--- src/design/lpr_pkg.sv ---
// ----------------------------------------------------------------------------
// lpr_pkg
// Shared sizes, types and state codes of the LRU page replacement unit.
// ----------------------------------------------------------------------------
package lpr_pkg;

    localparam int NUM_PAGES  = 16;
    localparam int MAX_FRAMES = 8;
    localparam int PAGE_W     = 4;
    localparam int FRAME_W    = 3;
    localparam int RANK_W     = 3;
    localparam int LIMIT_W    = 4;
    localparam int CNT_W      = 16;

    localparam logic [LIMIT_W-1:0] LIMIT_RESET = LIMIT_W'(MAX_FRAMES);
    localparam logic [CNT_W-1:0]   CNT_MAX     = {CNT_W{1'b1}};

    typedef logic [PAGE_W-1:0]  page_t;
    typedef logic [FRAME_W-1:0] frame_t;
    typedef logic [RANK_W-1:0]  rank_t;
    typedef logic [CNT_W-1:0]   cnt_t;

    // one-hot sequencer codes
    typedef enum logic [1:0] {
        ST_IDLE   = 2'b01,
        ST_LOOKUP = 2'b10
    } state_t;

endpackage

--- src/design/lru_page_replacement.sv ---
// ----------------------------------------------------------------------------
// lru_page_replacement
// Page reference unit with a page table, frame owners and true LRU order.
// ----------------------------------------------------------------------------
// Each request carries one page number. A resident page hits and its frame
// becomes most recently used; otherwise a fault is counted and the page goes
// to the lowest vacant frame below the frame limit, or, if none is vacant,
// replaces the least recently used page below the limit, which is reported.
// Hit and fault counts saturate at 65535. A request first gets the registered
// read of the page-to-frame RAM, then a resolve step that settles hit, vacancy
// and victim and writes the state back; the next request is taken only once
// the result is registered, so no new request enters before the last is done.
// If the output register is still full, the resolve step waits for it. No
// clearing pass after reset: residency and occupancy live in flip-flops. The
// frame limit register (0 acts as 1, above 8 acts as 8) is to be written only
// while idle; the block itself does not enforce this.
// ----------------------------------------------------------------------------
module lru_page_replacement (
    input  logic                        clk,
    input  logic                        rst_n,
    // configuration write channel
    input  logic                        cfg_valid,
    output logic                        cfg_ready,
    input  logic [lpr_pkg::LIMIT_W-1:0] cfg_data,
    // request channel
    input  logic                        in_valid,
    output logic                        in_ready,
    input  logic [lpr_pkg::PAGE_W-1:0]  page_number,
    // result channel
    output logic                        out_valid,
    input  logic                        out_ready,
    output logic                        hit,
    output logic [lpr_pkg::FRAME_W-1:0] frame_index,
    output logic                        evicted,
    output logic [lpr_pkg::PAGE_W-1:0]  evicted_page,
    output logic [lpr_pkg::CNT_W-1:0]   fault_count,
    output logic [lpr_pkg::CNT_W-1:0]   hit_count
);

    // ------------------------------------------------------------------
    // State
    // ------------------------------------------------------------------
    lpr_pkg::state_t state_reg, state_next;
    logic [lpr_pkg::LIMIT_W-1:0] limit_reg;

    logic [lpr_pkg::NUM_PAGES-1:0]  page_resident_reg, page_resident_next;
    logic [lpr_pkg::MAX_FRAMES-1:0] frame_occupied_reg, frame_occupied_next;
    lpr_pkg::page_t frame_owner_reg [lpr_pkg::MAX_FRAMES];
    lpr_pkg::page_t frame_owner_next [lpr_pkg::MAX_FRAMES];
    lpr_pkg::rank_t rank_reg [lpr_pkg::MAX_FRAMES];
    lpr_pkg::rank_t rank_next [lpr_pkg::MAX_FRAMES];
    lpr_pkg::cnt_t  fault_cnt_reg, fault_cnt_next;
    lpr_pkg::cnt_t  hit_cnt_reg, hit_cnt_next;

    lpr_pkg::page_t page_reg;

    // output register
    logic           out_valid_reg, out_valid_next;
    logic           hit_out_reg;
    lpr_pkg::frame_t frame_out_reg;
    logic           evicted_out_reg;
    lpr_pkg::page_t evicted_page_out_reg;

    // ------------------------------------------------------------------
    // Handshakes
    // ------------------------------------------------------------------
    logic accept;
    logic commit;

    assign cfg_ready = 1'b1;
    assign in_ready  = (state_reg == lpr_pkg::ST_IDLE);
    assign accept    = in_valid && in_ready;
    // resolve step fires once the output register can take the result
    assign commit    = (state_reg == lpr_pkg::ST_LOOKUP) && (!out_valid_reg || out_ready);

    // ------------------------------------------------------------------
    // Page-to-frame table: read on accept, written back on a fault
    // ------------------------------------------------------------------
    lpr_pkg::frame_t pf_rdata;
    logic            pf_we;
    lpr_pkg::frame_t sel_frame;

    lpr_ram #(
        .WIDTH (lpr_pkg::FRAME_W),
        .DEPTH (lpr_pkg::NUM_PAGES)
    ) u_page_frame (
        .clk   (clk),
        .we    (pf_we),
        .waddr (page_reg),
        .wdata (sel_frame),
        .re    (accept),
        .raddr (page_number),
        .rdata (pf_rdata)
    );

    // ------------------------------------------------------------------
    // Resolve: hit, vacancy, victim, recency update
    // ------------------------------------------------------------------
    logic [lpr_pkg::LIMIT_W-1:0]    limit_eff;
    logic [lpr_pkg::MAX_FRAMES-1:0] in_window;
    logic [lpr_pkg::MAX_FRAMES-1:0] vacant;
    logic                           is_hit;
    logic                           has_vacant;
    logic                           do_evict;
    lpr_pkg::frame_t                vac_frame;
    lpr_pkg::frame_t                victim;
    lpr_pkg::rank_t                 best_rank;
    lpr_pkg::rank_t                 sel_rank;
    lpr_pkg::page_t                 ev_page;

    always_comb
    begin
        // clamp frame limit to 1..MAX_FRAMES
        if (limit_reg == '0)
        begin
            limit_eff = lpr_pkg::LIMIT_W'(1);
        end
        else if (limit_reg > lpr_pkg::LIMIT_W'(lpr_pkg::MAX_FRAMES))
        begin
            limit_eff = lpr_pkg::LIMIT_W'(lpr_pkg::MAX_FRAMES);
        end
        else
        begin
            limit_eff = limit_reg;
        end

        for (int k = 0; k < lpr_pkg::MAX_FRAMES; k++)
        begin
            in_window[k] = (lpr_pkg::LIMIT_W'(k) < limit_eff);
        end
        vacant     = in_window & ~frame_occupied_reg;
        has_vacant = |vacant;

        // lowest vacant frame
        vac_frame = '0;
        for (int k = lpr_pkg::MAX_FRAMES - 1; k >= 0; k--)
        begin
            if (vacant[k])
            begin
                vac_frame = lpr_pkg::FRAME_W'(k);
            end
        end

        // oldest frame in window; lowest index wins a tie
        victim    = '0;
        best_rank = '0;
        for (int k = 0; k < lpr_pkg::MAX_FRAMES; k++)
        begin
            if (in_window[k] && (rank_reg[k] > best_rank))
            begin
                best_rank = rank_reg[k];
                victim    = lpr_pkg::FRAME_W'(k);
            end
        end

        is_hit   = page_resident_reg[page_reg];
        do_evict = !is_hit && !has_vacant;

        if (is_hit)
        begin
            sel_frame = pf_rdata;
        end
        else if (has_vacant)
        begin
            sel_frame = vac_frame;
        end
        else
        begin
            sel_frame = victim;
        end
        sel_rank = rank_reg[sel_frame];
        ev_page  = do_evict ? frame_owner_reg[victim] : '0;

        pf_we = commit && !is_hit;

        // defaults: hold
        state_next          = state_reg;
        page_resident_next  = page_resident_reg;
        frame_occupied_next = frame_occupied_reg;
        fault_cnt_next      = fault_cnt_reg;
        hit_cnt_next        = hit_cnt_reg;
        for (int k = 0; k < lpr_pkg::MAX_FRAMES; k++)
        begin
            frame_owner_next[k] = frame_owner_reg[k];
            rank_next[k]        = rank_reg[k];
        end

        unique case (state_reg)
            lpr_pkg::ST_IDLE:
            begin
                if (accept)
                begin
                    state_next = lpr_pkg::ST_LOOKUP;
                end
            end
            lpr_pkg::ST_LOOKUP:
            begin
                if (commit)
                begin
                    state_next = lpr_pkg::ST_IDLE;

                    // frames newer than the touched one age by one;
                    // a fill into a vacant frame ages every occupied frame
                    for (int k = 0; k < lpr_pkg::MAX_FRAMES; k++)
                    begin
                        if ((lpr_pkg::FRAME_W'(k) != sel_frame) && frame_occupied_reg[k]
                            && ((!is_hit && has_vacant) || (rank_reg[k] < sel_rank)))
                        begin
                            rank_next[k] = rank_reg[k] + lpr_pkg::RANK_W'(1);
                        end
                    end
                    rank_next[sel_frame] = '0;

                    if (is_hit)
                    begin
                        if (hit_cnt_reg != lpr_pkg::CNT_MAX)
                        begin
                            hit_cnt_next = hit_cnt_reg + lpr_pkg::CNT_W'(1);
                        end
                    end
                    else
                    begin
                        if (fault_cnt_reg != lpr_pkg::CNT_MAX)
                        begin
                            fault_cnt_next = fault_cnt_reg + lpr_pkg::CNT_W'(1);
                        end
                        if (do_evict)
                        begin
                            page_resident_next[ev_page] = 1'b0;
                        end
                        page_resident_next[page_reg]   = 1'b1;
                        frame_occupied_next[sel_frame] = 1'b1;
                        frame_owner_next[sel_frame]    = page_reg;
                    end
                end
            end
            default:
            begin
                state_next = lpr_pkg::ST_IDLE;
            end
        endcase

        if (commit)
        begin
            out_valid_next = 1'b1;
        end
        else if (out_ready)
        begin
            out_valid_next = 1'b0;
        end
        else
        begin
            out_valid_next = out_valid_reg;
        end
    end

    // ------------------------------------------------------------------
    // Registers with reset
    // ------------------------------------------------------------------
    always_ff @(posedge clk or negedge rst_n)
    begin
        if (!rst_n)
        begin
            state_reg          <= lpr_pkg::ST_IDLE;
            limit_reg          <= lpr_pkg::LIMIT_RESET;
            page_resident_reg  <= '0;
            frame_occupied_reg <= '0;
            fault_cnt_reg      <= '0;
            hit_cnt_reg        <= '0;
            out_valid_reg      <= 1'b0;
        end
        else
        begin
            state_reg          <= state_next;
            page_resident_reg  <= page_resident_next;
            frame_occupied_reg <= frame_occupied_next;
            fault_cnt_reg      <= fault_cnt_next;
            hit_cnt_reg        <= hit_cnt_next;
            out_valid_reg      <= out_valid_next;
            if (cfg_valid && cfg_ready)
            begin
                limit_reg <= cfg_data;
            end
        end
    end

    // ------------------------------------------------------------------
    // Payload registers (no reset)
    // ------------------------------------------------------------------
    always_ff @(posedge clk)
    begin
        if (accept)
        begin
            page_reg <= page_number;
        end
        for (int k = 0; k < lpr_pkg::MAX_FRAMES; k++)
        begin
            frame_owner_reg[k] <= frame_owner_next[k];
            rank_reg[k]        <= rank_next[k];
        end
        if (commit)
        begin
            hit_out_reg          <= is_hit;
            frame_out_reg        <= sel_frame;
            evicted_out_reg      <= do_evict;
            evicted_page_out_reg <= ev_page;
        end
    end

    assign out_valid    = out_valid_reg;
    assign hit          = hit_out_reg;
    assign frame_index  = frame_out_reg;
    assign evicted      = evicted_out_reg;
    assign evicted_page = evicted_page_out_reg;
    assign fault_count  = fault_cnt_reg;
    assign hit_count    = hit_cnt_reg;

    // ------------------------------------------------------------------
    // Assertions
    // ------------------------------------------------------------------
    // every resident page owns exactly one occupied frame
    a_resident_matches_occupied: assert property (@(posedge clk) disable iff (!rst_n)
        $countones(page_resident_reg) == $countones(frame_occupied_reg))
        else $error("resident page count differs from occupied frame count");

    // a hit never evicts
    a_hit_no_evict: assert property (@(posedge clk) disable iff (!rst_n)
        out_valid_reg |-> !(hit_out_reg && evicted_out_reg))
        else $error("result reports both hit and eviction");

    // the reported frame is occupied
    a_frame_occupied: assert property (@(posedge clk) disable iff (!rst_n)
        out_valid_reg |-> frame_occupied_reg[frame_out_reg])
        else $error("result frame is not occupied");

    // an accepted request moves to the lookup state in the next cycle
    a_accept_to_lookup: assert property (@(posedge clk) disable iff (!rst_n)
        accept |=> (state_reg == lpr_pkg::ST_LOOKUP))
        else $error("accepted request did not enter lookup");

endmodule

--- src/design/lpr_ram.sv ---
// ----------------------------------------------------------------------------
// lpr_ram
// Generic single-write, single-read synchronous RAM with registered read.
// ----------------------------------------------------------------------------
module lpr_ram #(
    parameter int WIDTH = 8,
    parameter int DEPTH = 16,
    localparam int ADDR_W = (DEPTH > 1) ? $clog2(DEPTH) : 1
) (
    input  logic              clk,
    input  logic              we,
    input  logic [ADDR_W-1:0] waddr,
    input  logic [WIDTH-1:0]  wdata,
    input  logic              re,
    input  logic [ADDR_W-1:0] raddr,
    output logic [WIDTH-1:0]  rdata
);

    logic [WIDTH-1:0] mem [DEPTH];
    logic [WIDTH-1:0] rdata_reg;

    always_ff @(posedge clk)
    begin
        if (we)
        begin
            mem[waddr] <= wdata;
        end
        if (re)
        begin
            rdata_reg <= mem[raddr];
        end
    end

    assign rdata = rdata_reg;

endmodule

--- config.mk ---
export PLATFORM = sky130hd
export DESIGN_NAME = lru_page_replacement
export DESIGN_NICKNAME = d
export VERILOG_FILES = /design/src/design/lpr_pkg.sv /design/src/design/lru_page_replacement.sv /design/src/design/lpr_ram.sv
export SDC_FILE = /design/constraint.sdc
export NUM_CORES = 1
export LEC_CHECK = 0
export ABC_CLOCK_PERIOD_IN_PS = 27200
export BUFFER_PORTS_ARGS = -buffer_cell sky130_fd_sc_hd__buf_2
export CORE_MARGIN = 8
export CORE_UTILIZATION = 50
export DETAILED_ROUTE_END_ITERATION = 12
export PLACE_DENSITY = 0.68
export SYNTH_ARGS = -nofsm -noshare
export SYNTH_HDL_FRONTEND = slang
export SYNTH_SLANG_ARGS = --single-unit
--- constraint.sdc ---
create_clock -name clk -period 27.2 [get_ports clk]
set_input_delay 2.72 -clock clk [delete_from_list [all_inputs] [get_ports clk]]
set_output_delay 2.72 -clock clk [all_outputs]
set_load 0.02 [all_outputs]
==> key figures <==
Floorplan
  – # IOs: 57
  – Die ar.: 24070 µm²
  – Die width: 155.1 µm
  – Die height: 155.1 µm
  – Core area: 19210 µm²
  – Starting density of the core: 50.39%
  – Rows: 51

Worst setup path
  – R2R Setup Slk: 13680 ps
  – Crit path capture type: flop
  – Critical Path Slowest Stage Cell: a21oi_1
  – CP arrival: 13700 ps
  – Worst reg2reg path endpoint: rank_reg[7][2]$_DFFE_PP_
  – CP required: 27380 ps
  – Most frequent CP cell: ha_1
  – Critical setup path kind: reg -> reg
  – Worst Setup Start Kind: flop
  – R2r startpoint: rank_reg[0][2]$_DFFE_PP_
  – CP Max Fanout: 34
  – Crit-path max cell delay: 690 ps
  – Worst r2r path cells: 55

Power and ir drop
  – Sequential share of power: 37.7%
  – Peak supply drop: 0.00005343 V
  – Leakage power: 4.353 nW
  – Sw Ratio: 36.66%
  – Clock network power share: 25.9%
  – Power per cell area: 89.66 nW/µm²
  – Internal Power: 614.7 µW
  – Combinational fraction of design power: 36.4%
  – Net switching power: 355.8 µW

Place
  – Dpl hpwl: 16600 µm
  – Port Buffers: 55
  – Placement Setup Slack: 13970 ps
  – GPL Wtd Cong: 0.9499
  – Area after DPL: 10220 µm²

Finish
  – Multi-input logic area: 4254 µm²
  – P&R area growth vs syn: 11.83%
  – Filler cells: 1604
  – Finished Core Util: 56.35%
  – Register area: 5182 µm²
  – Layout cells sized above 1: 18.57%
  – Max reg flops: 48
  – Diode count: 0
  – Post-layout net count: 926
  – Layout Cell Area excl Fill: 10820 µm²

Global routing
  – Global route total overflow: 0
  – Total GRT Usage: 20.14%
  – Largest net degree at the start of global routing: 64
  – Vias in the first global route: 6844
  – First-pass GRT wire length: 37670 µm
  – Initial antenna violation count: 0

Logic synthesis
  – Area contributors post-synth: edfxtp_1 (37%), dfrtp_1 (16%), mux4_2 (4.7%), ha_1 (4.1%), mux2i_1 (3.4%)
  – Most common cell in the netlist: edfxtp_1
  – Yosys top cell area share: 37.23%
  – Top post-synthesis cells by count: edfxtp_1 (120), nor2_1 (86), dfrtp_1 (61)
  – Cell taking the most area after synthesis: edfxtp_1
  – Post-Syn Nets: 870
  – Flop and latch count out of synthesis: 183
  – Library cells used by synthesis: 81
  – Ys flop type: edfxtp_1
  – Sequential share of the synthesized area: 53.54%
  – Post-synth EDFFs: 120
  – Netlist area before placement: 9679 µm²
  – Synth Area per Inst: 11.73 µm²
  – Ys async rst share: 34.43%
  – Post-Synthesis Cells: 825
  – Syn. warnings: 0

Clock tree
  – # Post-CTS Setup Buffers: 0
  – CTS resizes: 0
  – # clock sinks: 183
  – Worst-skew pair later-pin latency: 430 ps
  – Inserted Clock Buffers: 17
  – Clock transition at path regs: 70 ps
  – CTS tree: done
  – Longest Clk Path Bufs: 2
  – H-tree depth: 4
  – CTS Hold Bufs: 0
  – Clock Root Buffer: clkbuf_16

STA
  – Hold slack: 483.7 ps
  – Slew HR: 9.894%
  – Clock skew: 15.28 ps
  – Final slew viol count: 0
  – Hold violation count in the final report: 0
  – Worst-Margin Slew: 1337 ps
  – Setup violations, final: 0
  – Final period util: 49.71%
  – Highest clock rate: 73.96 MHz
  – Final Worst Setup Slack: 13680 ps
  – Setup TNS: 0 ps
  – Unrepaired setup endpoints after global routing: no
  – Min Tclk post-route: 13520 ps

Status
  – Status: complete, no violations

Min path
  – Hold path cells: 1
  – HP Start: hit_count[6]$_DFFE_PN0P_
  – WHS Endpoint: hit_count[6]$_DFFE_PN0P_
  – Worst min path class: reg -> reg

Drt
  – Via density: 5.958
  – DRT Pass-1 Iters: 6
  – Wire per inst: 20.13 µm
  – Post-Route WL: 23330 µm
  – Initial drt markers: 673
  – Via count: 6905
  – DRC: 0
  – Remaining antenna violation count: 0

Flow run
  – Max-cap viol count: 0
## layer usage
metal / vias to the layer above / GRT usage, % / wire length [µm]
met5: - / 0 / 0
li1: 3205 / - / -
met1: 3390 / 26.97 / 9963
met4: 0 / 7.513 / 580
met2: 269 / 32.77 / 11370
met3: 41 / 2.913 / 1419
## area by class of cell
type                       instances  share of cell area, %
timing repair buffer              60                  2.890
clock buffer                      22                  4.890
clock inverter                    10                 0.6820
tap                              265                  3.063
sequential                       183                  47.88
inverter                          36                  1.295
multi-input combinational        583                  39.30
## worst max-delay path by stage
stage / start / to / slack, ps / cells after the start
final: rank_reg[0][2]$_DFFE_PP_ / rank_reg[7][2]$_DFFE_PP_ / 13680 / 55
after global routing: rank_reg[0][2]$_DFFE_PP_ / rank_reg[7][2]$_DFFE_PP_ / 12880 / 56
after CTS: rank_reg[0][2]$_DFFE_PP_ / rank_reg[7][2]$_DFFE_PP_ / 13920 / 55
after detailed placement: rank_reg[0][2]$_DFFE_PP_ / rank_reg[7][2]$_DFFE_PP_ / 13970 / 55
after global placement: rank_reg[0][2]$_DFFE_PP_ / rank_reg[7][2]$_DFFE_PP_ / 14460 / 55
after floorplan: rank_reg[0][0]$_DFFE_PP_ / rank_reg[7][2]$_DFFE_PP_ / 15440 / 59
## cells by family (layout without fill, tap and decap cells)
logic type / count (synthesis) / in the layout / share of synthesized area (%)
other: 1 / 1 / 0.03874
and+or+nand+nor: 260 / 260 / 13.30
buffers and inverters: 59 / 128 / 2.585
DFF: 183 / 183 / 53.54
xor gates and xnor gates: 41 / 41 / 3.710
adders and majority gates: 40 / 40 / 5.028
muxes: 65 / 65 / 9.488
AOI/OAI and AO/OA: 176 / 176 / 12.31
## power by group through the flow
stage	clock network, mW	registers [mW]	logic (mW)
2_1_floorplan	0	0.366	0.263
3_3_place_gp	0	0.371	0.343
3_5_place_dp	0	0.372	0.348
4_1_cts	0.254	0.366	0.350
5_1_grt	0.264	0.369	0.389
6_report	0.251	0.366	0.353
## cells in the final DEF, fill, tap and decap left out, drive strengths merged, types with 26 or more instances in the layout
| master | Yosys | final |
|---|---|---|
| nor2 | 87 | 87 |
| nand2 | 50 | 50 |
| mux2i | 34 | 34 |
| inv | 35 | 41 |
| xnor2 | 29 | 29 |
| nor3 | 26 | 26 |
| edfxtp | 120 | 120 |
| o21ai | 64 | 64 |
| dfrtp | 61 | 61 |
| buf | 14 | 60 |
| a21oi | 27 | 27 |
| ha | 32 | 32 |
## critical path, delay by kind of cell, from the launching register on
family | cells | cell delay (ps)
fa+ha+maj | 9 | 2680
flops | 1 | 490
simple gates | 17 | 2810
mux | 4 | 1420
compound gates | 22 | 5160
buf+inv | 3 | 700
## per-stage QoR
stage	instances	total power, mW
2_1_floorplan	825	0.6288
3_3_place_gp	1127	0.7133
3_5_place_dp	1127	0.7195
4_1_cts	1159	0.9696
5_1_grt	1159	1.022
6_report	1159	0.9704
Power figures use the tool's default switching activity.
